**config.mk**
```make
export PLATFORM = sky130hd
export DESIGN_NAME = block_data_deframer_unit
export DESIGN_NICKNAME = d
export VERILOG_FILES = /design/src/rtl/bdd_pkg.sv /design/src/rtl/bdd_front.sv /design/src/rtl/bdd_queue.sv /design/src/rtl/bdd_back.sv /design/src/rtl/block_data_deframer_unit.sv
export SDC_FILE = /design/constraint.sdc
export NUM_CORES = 1
export LEC_CHECK = 0
export BUFFER_PORTS_ARGS = -buffer_cell sky130_fd_sc_hd__buf_4
export CORE_ASPECT_RATIO = 0.9
export CORE_UTILIZATION = 50
export DETAILED_ROUTE_END_ITERATION = 7
export PLACE_DENSITY = 0.68
export SLEW_MARGIN = 20
export SYNTH_ARGS = -nofsm -noshare
export SYNTH_HDL_FRONTEND = slang
export SYNTH_HIERARCHICAL = 1
export SYNTH_SLANG_ARGS = --single-unit
```
**constraint.sdc**
```tcl
create_clock -name clk -period 6.4 [get_ports clk]
set_input_delay 1.28 -clock clk [delete_from_list [all_inputs] [get_ports clk]]
set_output_delay 1.28 -clock clk [all_outputs]
set_load 0.02 [all_outputs]
```
**src/rtl/bdd_pkg.sv**
```systemverilog
`default_nettype none
package bdd_pkg;

  localparam int BLOCK_BYTES_DEF = 1024;
  localparam int QUEUE_DEPTH_DEF = 4;

  localparam logic [7:0] HDR1 = 8'h5A;
  localparam logic [7:0] HDR2 = 8'hA5;

  localparam int DEVICE_ID_W = 16;
  localparam int XFER_SIZE_W = 24;
  localparam int CFG_DATA_W  = 24;
  localparam int BLOCK_NUM_W = 24;

  typedef enum logic [0:0] {
    REG_DEVICE_ID     = 1'b0,
    REG_TRANSFER_SIZE = 1'b1
  } reg_index_t;

  typedef enum logic [2:0] {
    KIND_PAYLOAD  = 3'd0,
    KIND_GOOD     = 3'd1,
    KIND_DONE     = 3'd2,
    KIND_BAD_HDR1 = 3'd3,
    KIND_BAD_HDR2 = 3'd4,
    KIND_BAD_ID   = 3'd5,
    KIND_BAD_CSUM = 3'd6
  } kind_t;

  typedef enum logic [2:0] {
    PH_HDR1 = 3'd0,
    PH_HDR2 = 3'd1,
    PH_IDLO = 3'd2,
    PH_IDHI = 3'd3,
    PH_DATA = 3'd4,
    PH_CSLO = 3'd5,
    PH_CSHI = 3'd6
  } phase_t;

  // one classified byte as it waits in the queue
  typedef struct packed {
    logic [7:0] rx_byte;
    logic       restart;
    logic       is_hdr1;
    logic       is_hdr2;
  } bdd_item_t;

  typedef struct packed {
    logic full;
    logic valid;
  } bdd_q_status_t;

endpackage
`default_nettype wire

```
**src/rtl/bdd_front.sv**
```systemverilog
`default_nettype none
module bdd_front
  import bdd_pkg::*;
(
  input  wire logic          s_tvalid,
  output logic               s_tready,
  input  wire logic [7:0]    s_tdata,   // rx_byte
  input  wire logic [0:0]    s_tuser,   // restart
  input  wire bdd_q_status_t q_status,
  output logic               push,
  output bdd_item_t          item
);

  assign s_tready = !q_status.full;
  assign push     = s_tvalid && s_tready;

  // header compares are done here so the back end only selects
  always_comb begin
    item.rx_byte = s_tdata;
    item.restart = s_tuser[0];
    item.is_hdr1 = (s_tdata == HDR1);
    item.is_hdr2 = (s_tdata == HDR2);
  end

endmodule
`default_nettype wire

```
**src/rtl/bdd_queue.sv**
```systemverilog
`default_nettype none
module bdd_queue
  import bdd_pkg::*;
#(
  parameter int DEPTH = QUEUE_DEPTH_DEF
) (
  input  wire logic      clk,
  input  wire logic      rst,
  input  wire logic      push,
  input  wire bdd_item_t push_item,
  input  wire logic      pop,
  output bdd_item_t      head,
  output bdd_q_status_t  status
);

  localparam int PW = (DEPTH > 1) ? $clog2(DEPTH) : 1;
  localparam int CW = $clog2(DEPTH + 1);
  localparam logic [PW-1:0] LAST = PW'(DEPTH - 1);
  localparam logic [CW-1:0] FULL_CNT = CW'(DEPTH);

  bdd_item_t     entries [DEPTH];
  logic [PW-1:0] wr_ptr;
  logic [PW-1:0] rd_ptr;
  logic [CW-1:0] count;

  assign head         = entries[rd_ptr];
  assign status.full  = (count == FULL_CNT);
  assign status.valid = (count != '0);

  always_ff @(posedge clk) begin
    if (push) begin
      entries[wr_ptr] <= push_item;
    end
  end

  always_ff @(posedge clk) begin
    if (rst) begin
      wr_ptr <= '0;
      rd_ptr <= '0;
      count  <= '0;
    end else begin
      if (push) begin
        wr_ptr <= (wr_ptr == LAST) ? '0 : wr_ptr + PW'(1);
      end
      if (pop) begin
        rd_ptr <= (rd_ptr == LAST) ? '0 : rd_ptr + PW'(1);
      end
      if (push && !pop) begin
        count <= count + CW'(1);
      end else if (pop && !push) begin
        count <= count - CW'(1);
      end
    end
  end

endmodule
`default_nettype wire

```
**src/rtl/bdd_back.sv**
```systemverilog
`default_nettype none
module bdd_back
  import bdd_pkg::*;
#(
  parameter int BLOCK_BYTES = BLOCK_BYTES_DEF
) (
  input  wire logic                   clk,
  input  wire logic                   rst,
  input  wire logic                   cfg_we,
  input  wire logic [0:0]             cfg_index,
  input  wire logic [CFG_DATA_W-1:0]  cfg_data,
  input  wire bdd_item_t              head,
  input  wire bdd_q_status_t          q_status,
  output logic                        pop,
  output logic                        m_tvalid,
  input  wire logic                   m_tready,
  output logic [31:0]                 m_tdata,  // payload_byte, block_number
  output logic [2:0]                  m_tuser   // kind
);

  localparam int BW = $clog2(BLOCK_BYTES + 1);
  localparam logic [XFER_SIZE_W-1:0] BLK_XW = XFER_SIZE_W'(BLOCK_BYTES);
  localparam logic [BW-1:0]          BLK_BW = BW'(BLOCK_BYTES);

  logic [DEVICE_ID_W-1:0] device_id;
  logic [XFER_SIZE_W-1:0] transfer_size;

  phase_t                 phase, phase_next;
  logic [BW-1:0]          block_bytes_left, block_bytes_left_next;
  logic [XFER_SIZE_W-1:0] transfer_bytes_left, transfer_bytes_left_next;
  logic [15:0]            running_sum, running_sum_next;
  logic [7:0]             held_low_byte, held_low_byte_next;
  logic [BLOCK_NUM_W-1:0] block_count, block_count_next;
  logic                   failed, failed_next;

  // state as seen by this byte, after a restart has cleared it
  phase_t                 eff_phase;
  logic [BW-1:0]          eff_bbl;
  logic [XFER_SIZE_W-1:0] eff_tbl;
  logic [15:0]            eff_sum;
  logic [7:0]             eff_held;
  logic [BLOCK_NUM_W-1:0] eff_count;
  logic                   eff_failed;

  logic [15:0]            sum_add;
  logic [15:0]            word;
  logic [BW-1:0]          bbl_dec;
  logic [XFER_SIZE_W-1:0] tbl_dec;

  logic                   res_valid;
  kind_t                  res_kind;
  logic [7:0]             res_byte;

  logic                   out_valid;
  kind_t                  out_kind;
  logic [7:0]             out_byte;
  logic [BLOCK_NUM_W-1:0] out_block;

  assign pop = q_status.valid && (!out_valid || m_tready);

  always_ff @(posedge clk) begin
    if (rst) begin
      device_id     <= DEVICE_ID_W'(1);
      transfer_size <= XFER_SIZE_W'(1);
    end else if (cfg_we) begin
      unique case (reg_index_t'(cfg_index))
        REG_DEVICE_ID:     device_id     <= cfg_data[DEVICE_ID_W-1:0];
        REG_TRANSFER_SIZE: transfer_size <= cfg_data[XFER_SIZE_W-1:0];
      endcase
    end
  end

  always_comb begin
    eff_phase  = head.restart ? PH_HDR1 : phase;
    eff_bbl    = head.restart ? '0 : block_bytes_left;
    eff_tbl    = head.restart ? transfer_size : transfer_bytes_left;
    eff_sum    = head.restart ? '0 : running_sum;
    eff_held   = head.restart ? '0 : held_low_byte;
    eff_count  = head.restart ? '0 : block_count;
    eff_failed = head.restart ? 1'b0 : failed;
    sum_add    = eff_sum + {8'h00, head.rx_byte};
    word       = {head.rx_byte, eff_held};
    bbl_dec    = (eff_bbl != '0) ? eff_bbl - BW'(1) : eff_bbl;
    tbl_dec    = (eff_tbl != '0) ? eff_tbl - XFER_SIZE_W'(1) : eff_tbl;
  end

  // next phase
  always_comb begin
    phase_next = eff_phase;
    if (!eff_failed) begin
      unique case (eff_phase)
        PH_HDR1: if (eff_tbl != '0 && head.is_hdr1) phase_next = PH_HDR2;
        PH_HDR2: if (head.is_hdr2) phase_next = PH_IDLO;
        PH_IDLO: phase_next = PH_IDHI;
        PH_IDHI: begin
          if (word == device_id) begin
            phase_next = (eff_bbl == '0) ? PH_CSLO : PH_DATA;
          end
        end
        PH_DATA: if (bbl_dec == '0) phase_next = PH_CSLO;
        PH_CSLO: phase_next = PH_CSHI;
        PH_CSHI: if (word == eff_sum) phase_next = PH_HDR1;
        default: phase_next = eff_phase;
      endcase
    end
  end

  // datapath and result
  always_comb begin
    block_bytes_left_next    = eff_bbl;
    transfer_bytes_left_next = eff_tbl;
    running_sum_next         = eff_sum;
    held_low_byte_next       = eff_held;
    block_count_next         = eff_count;
    failed_next              = eff_failed;
    res_valid                = 1'b0;
    res_kind                 = KIND_PAYLOAD;
    res_byte                 = '0;
    if (!eff_failed) begin
      unique case (eff_phase)
        PH_HDR1: begin
          if (eff_tbl != '0) begin
            if (!head.is_hdr1) begin
              failed_next = 1'b1;
              res_valid   = 1'b1;
              res_kind    = KIND_BAD_HDR1;
            end else begin
              running_sum_next      = {8'h00, head.rx_byte};
              block_bytes_left_next = (eff_tbl > BLK_XW) ? BLK_BW : eff_tbl[BW-1:0];
            end
          end
        end
        PH_HDR2: begin
          if (!head.is_hdr2) begin
            failed_next = 1'b1;
            res_valid   = 1'b1;
            res_kind    = KIND_BAD_HDR2;
          end else begin
            running_sum_next = sum_add;
          end
        end
        PH_IDLO: begin
          held_low_byte_next = head.rx_byte;
          running_sum_next   = sum_add;
        end
        PH_IDHI: begin
          if (word != device_id) begin
            failed_next = 1'b1;
            res_valid   = 1'b1;
            res_kind    = KIND_BAD_ID;
          end else begin
            running_sum_next = sum_add;
          end
        end
        PH_DATA: begin
          running_sum_next         = sum_add;
          block_bytes_left_next    = bbl_dec;
          transfer_bytes_left_next = tbl_dec;
          res_valid                = 1'b1;
          res_kind                 = KIND_PAYLOAD;
          res_byte                 = head.rx_byte;
        end
        PH_CSLO: held_low_byte_next = head.rx_byte;
        PH_CSHI: begin
          res_valid = 1'b1;
          if (word != eff_sum) begin
            failed_next = 1'b1;
            res_kind    = KIND_BAD_CSUM;
          end else if (eff_tbl == '0) begin
            res_kind = KIND_DONE;
          end else begin
            res_kind         = KIND_GOOD;
            block_count_next = eff_count + BLOCK_NUM_W'(1);
          end
        end
        default: res_valid = 1'b0;
      endcase
    end
  end

  always_ff @(posedge clk) begin
    if (rst) begin
      phase               <= PH_HDR1;
      block_bytes_left    <= '0;
      transfer_bytes_left <= '0;
      running_sum         <= '0;
      held_low_byte       <= '0;
      block_count         <= '0;
      failed              <= 1'b0;
    end else if (pop) begin
      phase               <= phase_next;
      block_bytes_left    <= block_bytes_left_next;
      transfer_bytes_left <= transfer_bytes_left_next;
      running_sum         <= running_sum_next;
      held_low_byte       <= held_low_byte_next;
      block_count         <= block_count_next;
      failed              <= failed_next;
    end
  end

  // output register, refilled in the cycle it is taken when a byte is waiting
  always_ff @(posedge clk) begin
    if (rst) begin
      out_valid <= 1'b0;
    end else if (pop) begin
      out_valid <= res_valid;
    end else if (m_tready) begin
      out_valid <= 1'b0;
    end
  end

  always_ff @(posedge clk) begin
    if (pop && res_valid) begin
      out_kind  <= res_kind;
      out_byte  <= res_byte;
      out_block <= eff_count;
    end
  end

  assign m_tvalid = out_valid;
  assign m_tdata  = {out_block, out_byte};
  assign m_tuser  = out_kind;

`ifndef SYNTHESIS
  a_failed_sticky: assert property (@(posedge clk) disable iff (rst)
    (failed && !pop) |=> failed)
    else $error("failed flag dropped without a transfer");

  a_data_has_bytes: assert property (@(posedge clk) disable iff (rst)
    (phase == PH_DATA) |-> (block_bytes_left != '0))
    else $error("payload phase with no bytes left in block");

  a_verdict_zero_byte: assert property (@(posedge clk) disable iff (rst)
    (out_valid && out_kind != KIND_PAYLOAD) |-> (out_byte == 8'h00))
    else $error("verdict carries a nonzero payload byte");

  a_no_pop_when_blocked: assert property (@(posedge clk) disable iff (rst)
    (out_valid && !m_tready) |-> !pop)
    else $error("queue popped while result still waiting");
`endif

endmodule
`default_nettype wire

```
**src/rtl/block_data_deframer_unit.sv**
```systemverilog
// Frame checker for a received byte stream. Each input transfer carries one byte in s_tdata
// and a restart flag in s_tuser; restart clears framing and loads transfer_size. Blocks are
// 0x5A, 0xA5, device ID (low byte first), up to BLOCK_BYTES payload bytes and a 16-bit sum
// checksum (low byte first). Payload bytes come out as they arrive (kind 0), each block ends
// with block good, transfer done, or the first error, after which bytes are dropped until a
// restart. The block takes one byte every cycle while the byte queue is not full; the framing
// state machine handles one byte per cycle while the output register is empty or being taken.
// A result passes through the four-entry byte queue and then the output register. Write device_id (index 0) and
// transfer_size (index 1) only while the stream is idle.
`default_nettype none
module block_data_deframer_unit
  import bdd_pkg::*;
#(
  parameter int BLOCK_BYTES = BLOCK_BYTES_DEF,
  parameter int QUEUE_DEPTH = QUEUE_DEPTH_DEF
) (
  input  wire logic                  clk,
  input  wire logic                  rst,
  input  wire logic                  cfg_we,
  input  wire logic [0:0]            cfg_index,
  input  wire logic [CFG_DATA_W-1:0] cfg_data,
  input  wire logic                  s_tvalid,
  output logic                       s_tready,
  input  wire logic [7:0]            s_tdata,   // rx_byte
  input  wire logic [0:0]            s_tuser,   // restart
  output logic                       m_tvalid,
  input  wire logic                  m_tready,
  output logic [31:0]                m_tdata,   // payload_byte, block_number
  output logic [2:0]                 m_tuser    // kind
);

  bdd_q_status_t q_status;
  bdd_item_t     push_item;
  bdd_item_t     head;
  logic          push;
  logic          pop;

  bdd_front u_front (
    .s_tvalid (s_tvalid),
    .s_tready (s_tready),
    .s_tdata  (s_tdata),
    .s_tuser  (s_tuser),
    .q_status (q_status),
    .push     (push),
    .item     (push_item)
  );

  bdd_queue #(
    .DEPTH (QUEUE_DEPTH)
  ) u_queue (
    .clk       (clk),
    .rst       (rst),
    .push      (push),
    .push_item (push_item),
    .pop       (pop),
    .head      (head),
    .status    (q_status)
  );

  bdd_back #(
    .BLOCK_BYTES (BLOCK_BYTES)
  ) u_back (
    .clk       (clk),
    .rst       (rst),
    .cfg_we    (cfg_we),
    .cfg_index (cfg_index),
    .cfg_data  (cfg_data),
    .head      (head),
    .q_status  (q_status),
    .pop       (pop),
    .m_tvalid  (m_tvalid),
    .m_tready  (m_tready),
    .m_tdata   (m_tdata),
    .m_tuser   (m_tuser)
  );

endmodule
`default_nettype wire

```
# == Word-level counts from Yosys, hierarchy flattened ==
# Memory sizes are Yosys's and may differ from the RTL's. A register that Yosys moved wholly into a read port is not among the register bits.
# Index checks and enable logic that the tools add are counted.
# word_totals
inputBits,39
out_inout_bits,37
n_memories,1
wordCells,131
register_bits,170
ramBits,44
# mem_list
memory,depth,width,rd,rd_ports_with_merged_regs,write_ports,line_no,text
u_queue.entries,4,11,1,1,1,bdd_queue.sv:21,bdd_item_t entries [DEPTH];
# op_classes
reduce_logical,26
eq_ne,15
bitwise_logic,2
n_addsub,8
n_mux,62
magnitude_cmp,1
# op_table
operator,n
$mux W24,9
$mux W16,6
$mux W11,6
$pmux W16 S4,1
$mux W3,13
$eq A16 B16 Y1,2
$ne A16 B16 Y1,2
$add A24 B1 Y24 const B,1
$gt A24 B11 Y1 const B,1
$logic_not A24 Y1,1
$mux W8,3
$reduce_bool A24 Y1,1
$sub A24 B1 Y24 const B,1
$logic_not A11 Y1,2
$pmux W11 S2,1
$pmux W3 S7,1
$add A16 B8 Y16,1
$mux W1,13
$eq A3 B3 Y1 const B,4
$mux W2,6
$pmux W3 S4,1
$reduce_bool A11 Y1,1
$sub A11 B1 Y11 const B,1
$eq A8 B7 Y1 const B,1
17 further kinds,35

# == Logic depth before layout (Yosys ltp) ==
# Gate-level depths: netlist of run 1.
# logic_depth
ltp_word,7
depth_mapped,19
ltp_nobuf,11

# == Hierarchy ==
# Netlist of run 1, hierarchy kept.
# modules_own_cells
module,cells_per_inst,seq_area_each_um2,n_inst,area_per_inst_um2
bdd_back,1183,3613.5,1,9655.5
bdd_queue,101,1501.4,1,2030.7
bdd_front,17,0.0,1,130.1

# == Worst setup path after synthesis of run 1 ==
# No wires, ideal clock.
# synth_path
path_kind,register to register
start,reg (tool-made name)
end,reg u_back.block_count[14]
required_ns,6.279
synth_period_minus_slack_ns,4.384
path_stages_with_launch,19
n_path_buf,11
arrival_time_ns,4.263
path_slack_ns,2.016
path_cell_list,dfxtp_1 -> buf_6 -> mux4_2 -> buf_6 -> buf_6 -> buf_6 -> buf_6 -> buf_2 -> buf_2 -> buf_1 -> clkbuf_1 -> clkbuf_1 -> nor2b_1 -> ha_1 -> nand3_1 -> or4b_2 -> clkbuf_1 -> nor4_1 -> mux2_2
# synth_lines
element,line_no,text
end signal: assignment,bdd_back.sv:196,block_count <= block_count_next;
end: declaration,bdd_back.sv:33,"logic [BLOCK_NUM_W-1:0] block_count, block_count_next;"

==> impl_metrics.yaml, run 1 <==
outcome:
  run_status: "finished, final reports clean"
global_route:
  track_usage_pct: 24.9
  grt_start_max_net_pins: 77
  grt_overflow: 0
  grt_antenna_before_repair: 0
  grt_pass1_vias: 9134
  grt_pass1_wl_mm: 48.3
setup_path:
  reg2reg_to: "u_back/block_count[9]$_SDFFE_PP0P_"
  end_kind: "flip-flop"
  cp.required_ns: 6.80
  cp.arrival_ns: 5.13
  path_max_fanout: 76
  ff2ff_setup_slack_ns: 1.67
  worst-r2r-cell-count: 9
  crit_type: "flip-flop to flip-flop"
  cp-start-kind: "flip-flop"
timing:
  relSlewSlack_pct: 33.4
  fin_skew_ns: 0.00845
  rsz0062_at_grt: "no"
  timing.final.crit_period_ns: 4.73
  final.period_utilization_pct: 73.9
  setup_viol: 0
  fmax_ghz: 0.211
  fin_ws_ns: 1.67
  worst_pin_slew_ns: 0.991
  drv_slew: 0
  timing.setup.tns_ns: 0
  hold_violations: 0
synthesis:
  yosysSeqAreaShare_pct: 43.3
  synth_ff_type: "dfxtp_1"
  synth-edff-count: 79
  synthCells: 1301
  syn_area_um2: 11800
  async_reset_ff_share_pct: 0
  synth_fp_nets: 1360
  ys_ff_latch: 216
  yosysUniqueCellTypes: 95
  synth_warnings: 6
  syn_avg_cell_area_um2: 9.08
power:
  switching_share_pct: 41.2
  p_seq_share_pct: 32.8
  combPwrFrac_pct: 43.3
  leakagePower_nw: 4.69
  p_int_mw: 3.41
  irDropWorstVdd_v: 0.000253
  powerDensity_nw_per_um2: 439
  switchingPower_mw: 2.39
  pwr-share-clk_pct: 23.9
cts:
  postCtsHoldBufs: 0
  cts_sinks: 216
  htreeDepth: 1
  cts_tree: "built"
  clockBufferDepth: 3
  cts_made_buffers: 24
  cts_resized: 0
  root_buffer: "clkbuf_16"
  cts_setup_buffers: 0
  clk_pin_slew_worst_paths_ns: 0.06
  clk-insertion-delay-late_ns: 0.52
detailed_routing:
  dr.pass1.iters: 5
  vias: 9977
  wl_per_cell_um: 18.2
  drc_errors: 0
  ant_nets: 0
  viasPerCell: 6.09
  wl_mm: 29.8
  drt_iter0_markers: 898
final_layout:
  synthToLayoutAreaGrowth_pct: 12.0
  fin_area_um2: 13200
  most-common-layout-cells: "169 x nand2_1, 137 x dfxtp_1, 103 x a21oi_1, 100 x nor2_1, 89 x buf_4"
  n_antenna_cell: 0
  layout_commonest_cell: "nand2_1"
  final_layout_size_suffix_gt1_share_pct: 13.6
  finalNetCount: 1383
min_path:
  hp-start: "u_back/device_id[9]$_SDFFE_PP0P_"
  hold_end: "u_back/device_id[9]$_SDFFE_PP0P_"
  hold_path_class: "flip-flop to flip-flop"
  holdPathStages: 2
place:
  hpwlAfterDp_mm: 20.7
  numPortBuffers: 75
  place_congestion: 0.858
  preCtsSetupSlack_ns: 1.73
  placedInstanceArea_um2: 12400
die:
  ios: 76
  start_util_pct: 51.7
  core_um2: 22800
  row_count: 52
  die_w_um: 164
  die_y_um: 148
  die-area_um2: 24300
run:
  drv_cap: 0
cells in the mapped netlist (14+ instances only):
cell type | n | area [µm²]
nand2_1 | 169 | 634
dfxtp_1 | 137 | 2740
a21oi_1 | 103 | 515
nor2_1 | 100 | 375
edfxtp_1 | 79 | 2370
clkbuf_1 | 55 | 206
nor3_1 | 52 | 260
nor2b_1 | 47 | 294
o21ai_0 | 46 | 230
inv_1 | 31 | 116
nand3_1 | 30 | 150
xnor2_1 | 26 | 228
xor2_1 | 21 | 184
ha_1 | 18 | 225
nor4_1 | 18 | 113
and2_1 | 16 | 100
a211oi_1 | 15 | 113
a22o_1 | 14 | 123
a22oi_1 | 14 | 105
a31oi_1 | 14 | 87.6
mux2_2 | 14 | 158
mux2i_1 | 14 | 140
power groups by stage:
stage	Combinational (mW)	Sequential [mW]	Clock, mW
floorplan	1.70	2.00	0
global placement	2.45	1.92	0
detailed placement	2.48	1.93	0
CTS	2.49	1.90	1.41
global route	2.74	1.94	1.47
finish	2.51	1.90	1.39
final cells by class:
| class | instances | area [µm²] |
|---|---|---|
| clock inverters | 5 | 48.8 |
| repair buffers | 89 | 668 |
| well taps | 297 | 372 |
| fillers | 1985 | 9610 |
| inverters | 32 | 120 |
| flip-flops and latches | 216 | 5110 |
| multi-input cells | 961 | 6150 |
| clock buffers | 39 | 758 |
how the worst max path moves through the flow:
stage / cells after the start / end / slack, ns
after floorplan: 18 / u_back/block_count[14]$_SDFFE_PP0P_ / 2.02
final: 9 / u_back/block_count[9]$_SDFFE_PP0P_ / 1.67
after global placement: 9 / u_back/block_count[9]$_SDFFE_PP0P_ / 1.89
after detailed placement: 9 / u_back/block_count[9]$_SDFFE_PP0P_ / 1.73
after CTS: 9 / u_back/block_count[9]$_SDFFE_PP0P_ / 1.70
after global routing: 9 / u_back/block_count[9]$_SDFFE_PP0P_ / 1.35
per-stage QoR:
| stage | power [mW] | hold WS (ns) | std cells | util, % |
|---|---|---|---|---|
| after floorplan | 3.71 | 0.443 | 1301 | - |
| after global placement | 4.37 | 0.456 | 1595 | 54.4 |
| after detailed placement | 4.40 | 0.462 | 1595 | 54.4 |
| after CTS | 5.80 | 0.469 | 1639 | 57.9 |
| after global routing | 6.14 | 0.490 | 1639 | 57.9 |
| final | 5.81 | 0.469 | 1639 | 57.9 |
registers in the layout, summed over array words and instances (netlist names), 8 cells and up, named ones only:
signal / count
u_back/block_bytes_left: 11
u_back/block_count: 24
u_back/out_byte: 8
u_back/transfer_bytes_left: 24
u_back/transfer_size: 24
u_queue/entries: 44
u_back/held_low_byte: 8
u_back/device_id: 16
u_back/out_block: 24
u_back/running_sum: 16
cell families (layout without fill, tap and decap cells):
logic type | after synthesis | in the layout | share of synthesized area [%]
XOR/XNOR | 47 | 47 | 3.48
flip-flops | 216 | 216 | 43.3
buffers and inverters | 124 | 165 | 4.73
AO/OA/AOI/OAI | 322 | 322 | 18.2
adder cells (fa/ha/maj) | 20 | 20 | 2.24
AND/OR/NAND/NOR | 528 | 528 | 22.8
multiplexers | 44 | 44 | 5.29
routing by layer:
metal | part of all wire, % | wire length [µm] | track usage [%]
met1 | 47 | 13900 | 36.0
met2 | 45 | 13500 | 39.1
met3 | 6.6 | 1980 | 3.76
met4 | 1.4 | 420 | 5.32
met5 | 0 | 0 | 0
critical path, cell delays in order (launching register included):
cell	delay (ns)
dfxtp_1	0.66
mux4_4	0.99
mux2i_4	0.42
ha_1	0.21
o21ai_1	0.17
nor4_4	0.42
and2_1	0.41
or3_1	0.72
or3_1	0.21
mux2_1	0.33
Note: power is estimated with default switching activity, not from simulation.
==> inputs of run 2 (changes only) <==
==> constraint.sdc (replaced) <==
create_clock -name clk -period 4.8 [get_ports clk]
set_input_delay 0.96 -clock clk [delete_from_list [all_inputs] [get_ports clk]]
set_output_delay 0.96 -clock clk [all_outputs]
set_load 0.02 [all_outputs]
==> impl_metrics.yaml, run 2 (same netlist as run 1, synthesis figures left out) <==
global_route:
  grt_antenna_before_repair: 0
  grt_pass1_wl_mm: 48.6
  grt_pass1_vias: 9211
  grt_overflow: 0
  grt_start_max_net_pins: 51
  track_usage_pct: 25.0
cts:
  postCtsHoldBufs: 0
  clk_pin_slew_worst_paths_ns: 0.06
  cts_made_buffers: 24
  cts_tree: "built"
  cts_resized: 0
  cts_sinks: 216
  htreeDepth: 1
  root_buffer: "clkbuf_16"
  clk-insertion-delay-late_ns: 0.52
  clockBufferDepth: 3
  cts_setup_buffers: 0
final_layout:
  multi_input_area_um2: 6140
  layout_commonest_cell: "nand2_1"
  regMostFlops: "u_queue/entries"
  n_fill_cell: 2045
  register_area_um2: 5110
  n_antenna_cell: 0
  most-common-layout-cells: "169 x nand2_1, 137 x dfxtp_1, 103 x a21oi_1, 100 x nor2_1, 99 x buf_4"
  fin_util_pct: 58.2
  synthToLayoutAreaGrowth_pct: 12.5
  final_layout_size_suffix_gt1_share_pct: 14.0
  finalNetCount: 1393
  largest_reg_flops: 44
setup_path:
  path_max_fanout: 42
  cp_num_cells: 9
  worst-r2r-cell-count: 9
  cp.arrival_ns: 4.66
  end_kind: "flip-flop"
  cp-start-kind: "flip-flop"
  worst-path-buf-inv: 0
  crit_chain: "mux4_4, mux2i_4, ha_1, o21ai_1, nor4_4, and2_1, or3_1, or3b_1, mux2_4"
  cp.required_ns: 5.21
  crit_family: "simple AND/OR/NAND/NOR gates"
  crit_slowest_cell: "mux4_4"
  max_stage_delay_ns: 0.94
  crit_type: "flip-flop to flip-flop"
power:
  powerDensity_nw_per_um2: 586
  leakagePower_nw: 4.71
  irDropWorstVdd_v: 0.000296
outcome:
  run_status: "finished, final reports clean"
timing:
  fin_skew_ns: 0.0212
  timing.final.crit_period_ns: 4.25
  fmax_ghz: 0.235
  drv_slew: 0
  worst_pin_slew_ns: 1.04
  rsz0062_at_grt: "no"
  whs_ns: 0.482
  hold_violations: 0
  relSlewSlack_pct: 30.0
  final.period_utilization_pct: 88.5
  timing.setup.tns_ns: 0
  setup_viol: 0
place:
  hpwlAfterDp_mm: 21.0
  place_congestion: 0.927
  numPortBuffers: 75
detailed_routing:
  dr.pass1.iters: 5
  ant_nets: 0
  wl_per_cell_um: 18.2
  viasPerCell: 6.08
  vias: 10000
  drt_iter0_markers: 853
  wl_mm: 30.0
  drc_errors: 0
die:
  core_um2: 22800
  ios: 76
  start_util_pct: 51.7
  die_w_um: 164
  die-area_um2: 24300
  die_y_um: 148
  row_count: 52
run:
  drv_cap: 0
min_path:
  hold_path_class: "flip-flop to flip-flop"
  holdPathStages: 2
-- run 2: changes by cell type in the layout (fill, tap and decap cells not counted), sizes merged --
| cell | before | now |
|---|---|---|
| clkinv | 4 | 8 |
| buf | 89 | 99 |
| clkinvlp | 0 | 4 |
| bufinv | 1 | 3 |
| clkbuf | 39 | 29 |
-- run 2: layout make-up --
type | count | share of cell area, %
well taps | 297 | 2.80
repair buffers | 99 | 5.59
inverters | 32 | 0.904
multi-input cells | 961 | 46.2
clock buffers | 29 | 4.82
flip-flops and latches | 216 | 38.5
clock inverters | 15 | 1.17
-- run 2: metrics by stage --
| step | setup WS [ns] | power [mW] | instances | cell area (µm²) |
|---|---|---|---|---|
| 2_1_floorplan | 0.416 | 4.94 | 1301 | 11800 |
| 3_3_place_gp | 0.720 | 5.88 | 1605 | 12500 |
| 3_5_place_dp | 0.612 | 5.92 | 1605 | 12500 |
| 4_1_cts | 0.615 | 7.79 | 1649 | 13300 |
| 5_1_grt | 0.348 | 8.24 | 1649 | 13300 |
| 6_report | 0.551 | 7.79 | 1649 | 13300 |
-- run 2: final timing paths --
check,start,to,slack [ns]
max reg2reg,u_queue/entries[0][2]$_DFFE_PP_,u_back/block_count[17]$_SDFFE_PP0P_,0.55
min,u_back/transfer_bytes_left[9]$_SDFFE_PP0P_,u_back/transfer_bytes_left[9]$_SDFFE_PP0P_,0.48
max,u_queue/entries[0][2]$_DFFE_PP_,u_back/block_count[17]$_SDFFE_PP0P_,0.55
min reg2reg,u_back/transfer_bytes_left[9]$_SDFFE_PP0P_,u_back/transfer_bytes_left[9]$_SDFFE_PP0P_,0.48
-- run 2: layer usage --
metal	track usage (%)	share of wire (%)	up-vias
met5	0	0	-
met4	7.04	2.0	0
met3	3.96	7.1	43
met2	38.4	45	382
met1	36.2	46	4773
li1	-	-	4829
-- run 2: worst reg2reg max path, delay by kind of cell (launching register included) --
family          cells  cell delay (ns)
compound gates      1             0.29
simple gates        4             1.63
flops               1             0.40
mux                 3             1.58
fa+ha+maj           1             0.24
-- run 2: power breakdown --
part / switching, mW / internal (mW) / total, mW
clock: 0.736 / 1.11 / 1.85
sequential: 0.231 / 2.29 / 2.52
combinational: 2.24 / 1.18 / 3.42
total: 3.21 / 4.58 / 7.79
==> inputs of run 3 (changes only) <==
==> constraint.sdc (replaced) <==
create_clock -name clk -period 4.8 [get_ports clk]
set_input_delay 0.48 -clock clk [delete_from_list [all_inputs] [get_ports clk]]
set_output_delay 0.48 -clock clk [all_outputs]
set_load 0.02 [all_outputs]
==> impl_metrics.yaml, run 3 (same netlist as run 1, synthesis figures left out) <==
timing:
  fin_ws_ns: 0.620
  timing.setup.tns_ns: 0
  setup_viol: 0
  fin_skew_ns: 0.0111
  hold_violations: 0
  timing.final.crit_period_ns: 4.18
  rsz0062_at_grt: "no"
  drv_slew: 0
  fmax_ghz: 0.239
  final.period_utilization_pct: 87.1
  relSlewSlack_pct: 31.5
  worst_pin_slew_ns: 1.03
setup_path:
  crit_type: "flip-flop to flip-flop"
  cp-start-kind: "flip-flop"
  ff2ff_setup_slack_ns: 0.62
  cp.arrival_ns: 4.59
  crit_slowest_cell: "mux4_4"
  worst-r2r-cell-count: 9
  path_max_fanout: 28
  max_stage_delay_ns: 0.90
  reg2reg_to: "u_back/block_count[17]$_SDFFE_PP0P_"
  end_kind: "flip-flop"
  crit_chain: "mux4_4, buf_4, nor3b_1, o22ai_2, nor4_4, and2_1, or3_1, or3b_1, mux2_4"
  cp.required_ns: 5.21
detailed_routing:
  drc_errors: 0
  viasPerCell: 6.03
  vias: 9925
  dr.pass1.iters: 5
  drt_iter0_markers: 895
  wl_per_cell_um: 18.2
  ant_nets: 0
  wl_mm: 29.9
cts:
  cts_made_buffers: 24
  cts_setup_buffers: 0
  root_buffer: "clkbuf_16"
  cts_sinks: 216
  clk-insertion-delay-late_ns: 0.52
  cts_tree: "built"
  clk_pin_slew_worst_paths_ns: 0.06
  clockBufferDepth: 3
  postCtsHoldBufs: 0
  htreeDepth: 1
  cts_resized: 0
final_layout:
  regMostFlops: "u_queue/entries"
  instances_no_fill: 1646
  layout_commonest_cell: "nand2_1"
  n_antenna_cell: 0
  largest_reg_flops: 44
  final_layout_size_suffix_gt1_share_pct: 14.2
  most-common-layout-cells: "169 x nand2_1, 137 x dfxtp_1, 103 x a21oi_1, 100 x nor2_1, 95 x buf_4"
  synthToLayoutAreaGrowth_pct: 13.0
  fin_area_um2: 13300
  finalNetCount: 1390
die:
  core_um2: 22800
  start_util_pct: 51.7
  ios: 76
  die_y_um: 148
  die-area_um2: 24300
  row_count: 52
  die_w_um: 164
global_route:
  grt_start_max_net_pins: 65
  grt_antenna_before_repair: 0
  track_usage_pct: 24.9
  grt_overflow: 0
  grt_pass1_wl_mm: 48.6
  grt_pass1_vias: 9366
min_path:
  hold_end: "u_queue/entries[3][2]$_DFFE_PP_"
  hold_path_class: "primary input to flip-flop"
  holdPathStages: 1
  hp-start: "s_tuser"
power:
  total_power_mw: 7.90
  leakagePower_nw: 4.74
  powerDensity_nw_per_um2: 592
  irDropWorstVdd_v: 0.000406
place:
  place_congestion: 0.917
  preCtsSetupSlack_ns: 0.634
  hpwlAfterDp_mm: 20.6
  dp.cells: 1602
  placedInstanceArea_um2: 12500
  numPortBuffers: 75
run:
  drv_cap: 0
outcome:
  run_status: "finished, final reports clean"
==> run 3: worst max-delay path: cells and delay by family, from the launching register on <==
kind	cells	cell delay (ns)
simple gates	5	1.80
mux	2	1.20
flops	1	0.35
buf+inv	1	0.31
compound gates	1	0.38
==> run 3: area by class of cell <==
| class | instances | area [µm²] |
|---|---|---|
| Clock inverter | 19 | 226 |
| Multi-Input combinational cell | 961 | 6160 |
| Fill cell | 2010 | 9490 |
| Timing Repair Buffer | 96 | 733 |
| Tap cell | 297 | 372 |
| Inverter | 32 | 120 |
| Clock buffer | 25 | 626 |
| Sequential cell | 216 | 5110 |
==> run 3: layer usage <==
| layer | GRT usage (%) | share of wire [%] |
|---|---|---|
| met1 | 35.1 | 46 |
| met2 | 40.4 | 46 |
| met3 | 3.59 | 6.3 |
| met4 | 5.88 | 1.8 |
| met5 | 0 | 0 |
==> run 3: power by group <==
part / total, mW / switching (mW) / internal, mW
Clock: 1.97 / 0.754 / 1.21
Combinational: 3.41 / 2.23 / 1.18
Sequential: 2.52 / 0.233 / 2.29
Total: 7.90 / 3.22 / 4.69
==> run 3: worst max-delay path by stage <==
stage | start | to | slack (ns)
3_3_place_gp | flip-flop | u_back/block_count[17]$_SDFFE_PP0P_ | 0.71
5_1_grt | flip-flop | u_back/block_count[9]$_SDFFE_PP0P_ | 0.41
3_5_place_dp | flip-flop | u_back/block_count[17]$_SDFFE_PP0P_ | 0.63
2_1_floorplan | flip-flop | u_back/block_count[14]$_SDFFE_PP0P_ | 0.42
6_report | flip-flop | u_back/block_count[17]$_SDFFE_PP0P_ | 0.62
4_1_cts | flip-flop | u_back/block_count[17]$_SDFFE_PP0P_ | 0.62
==> run 3: metrics by stage <==
step / util (%) / hold WS [ns]
after floorplan: - / 0.443
after global placement: 54.7 / 0.455
after detailed placement: 54.7 / 0.460
after CTS: 58.4 / 0.154
after global routing: 58.4 / 0.158
final: 58.4 / 0.170
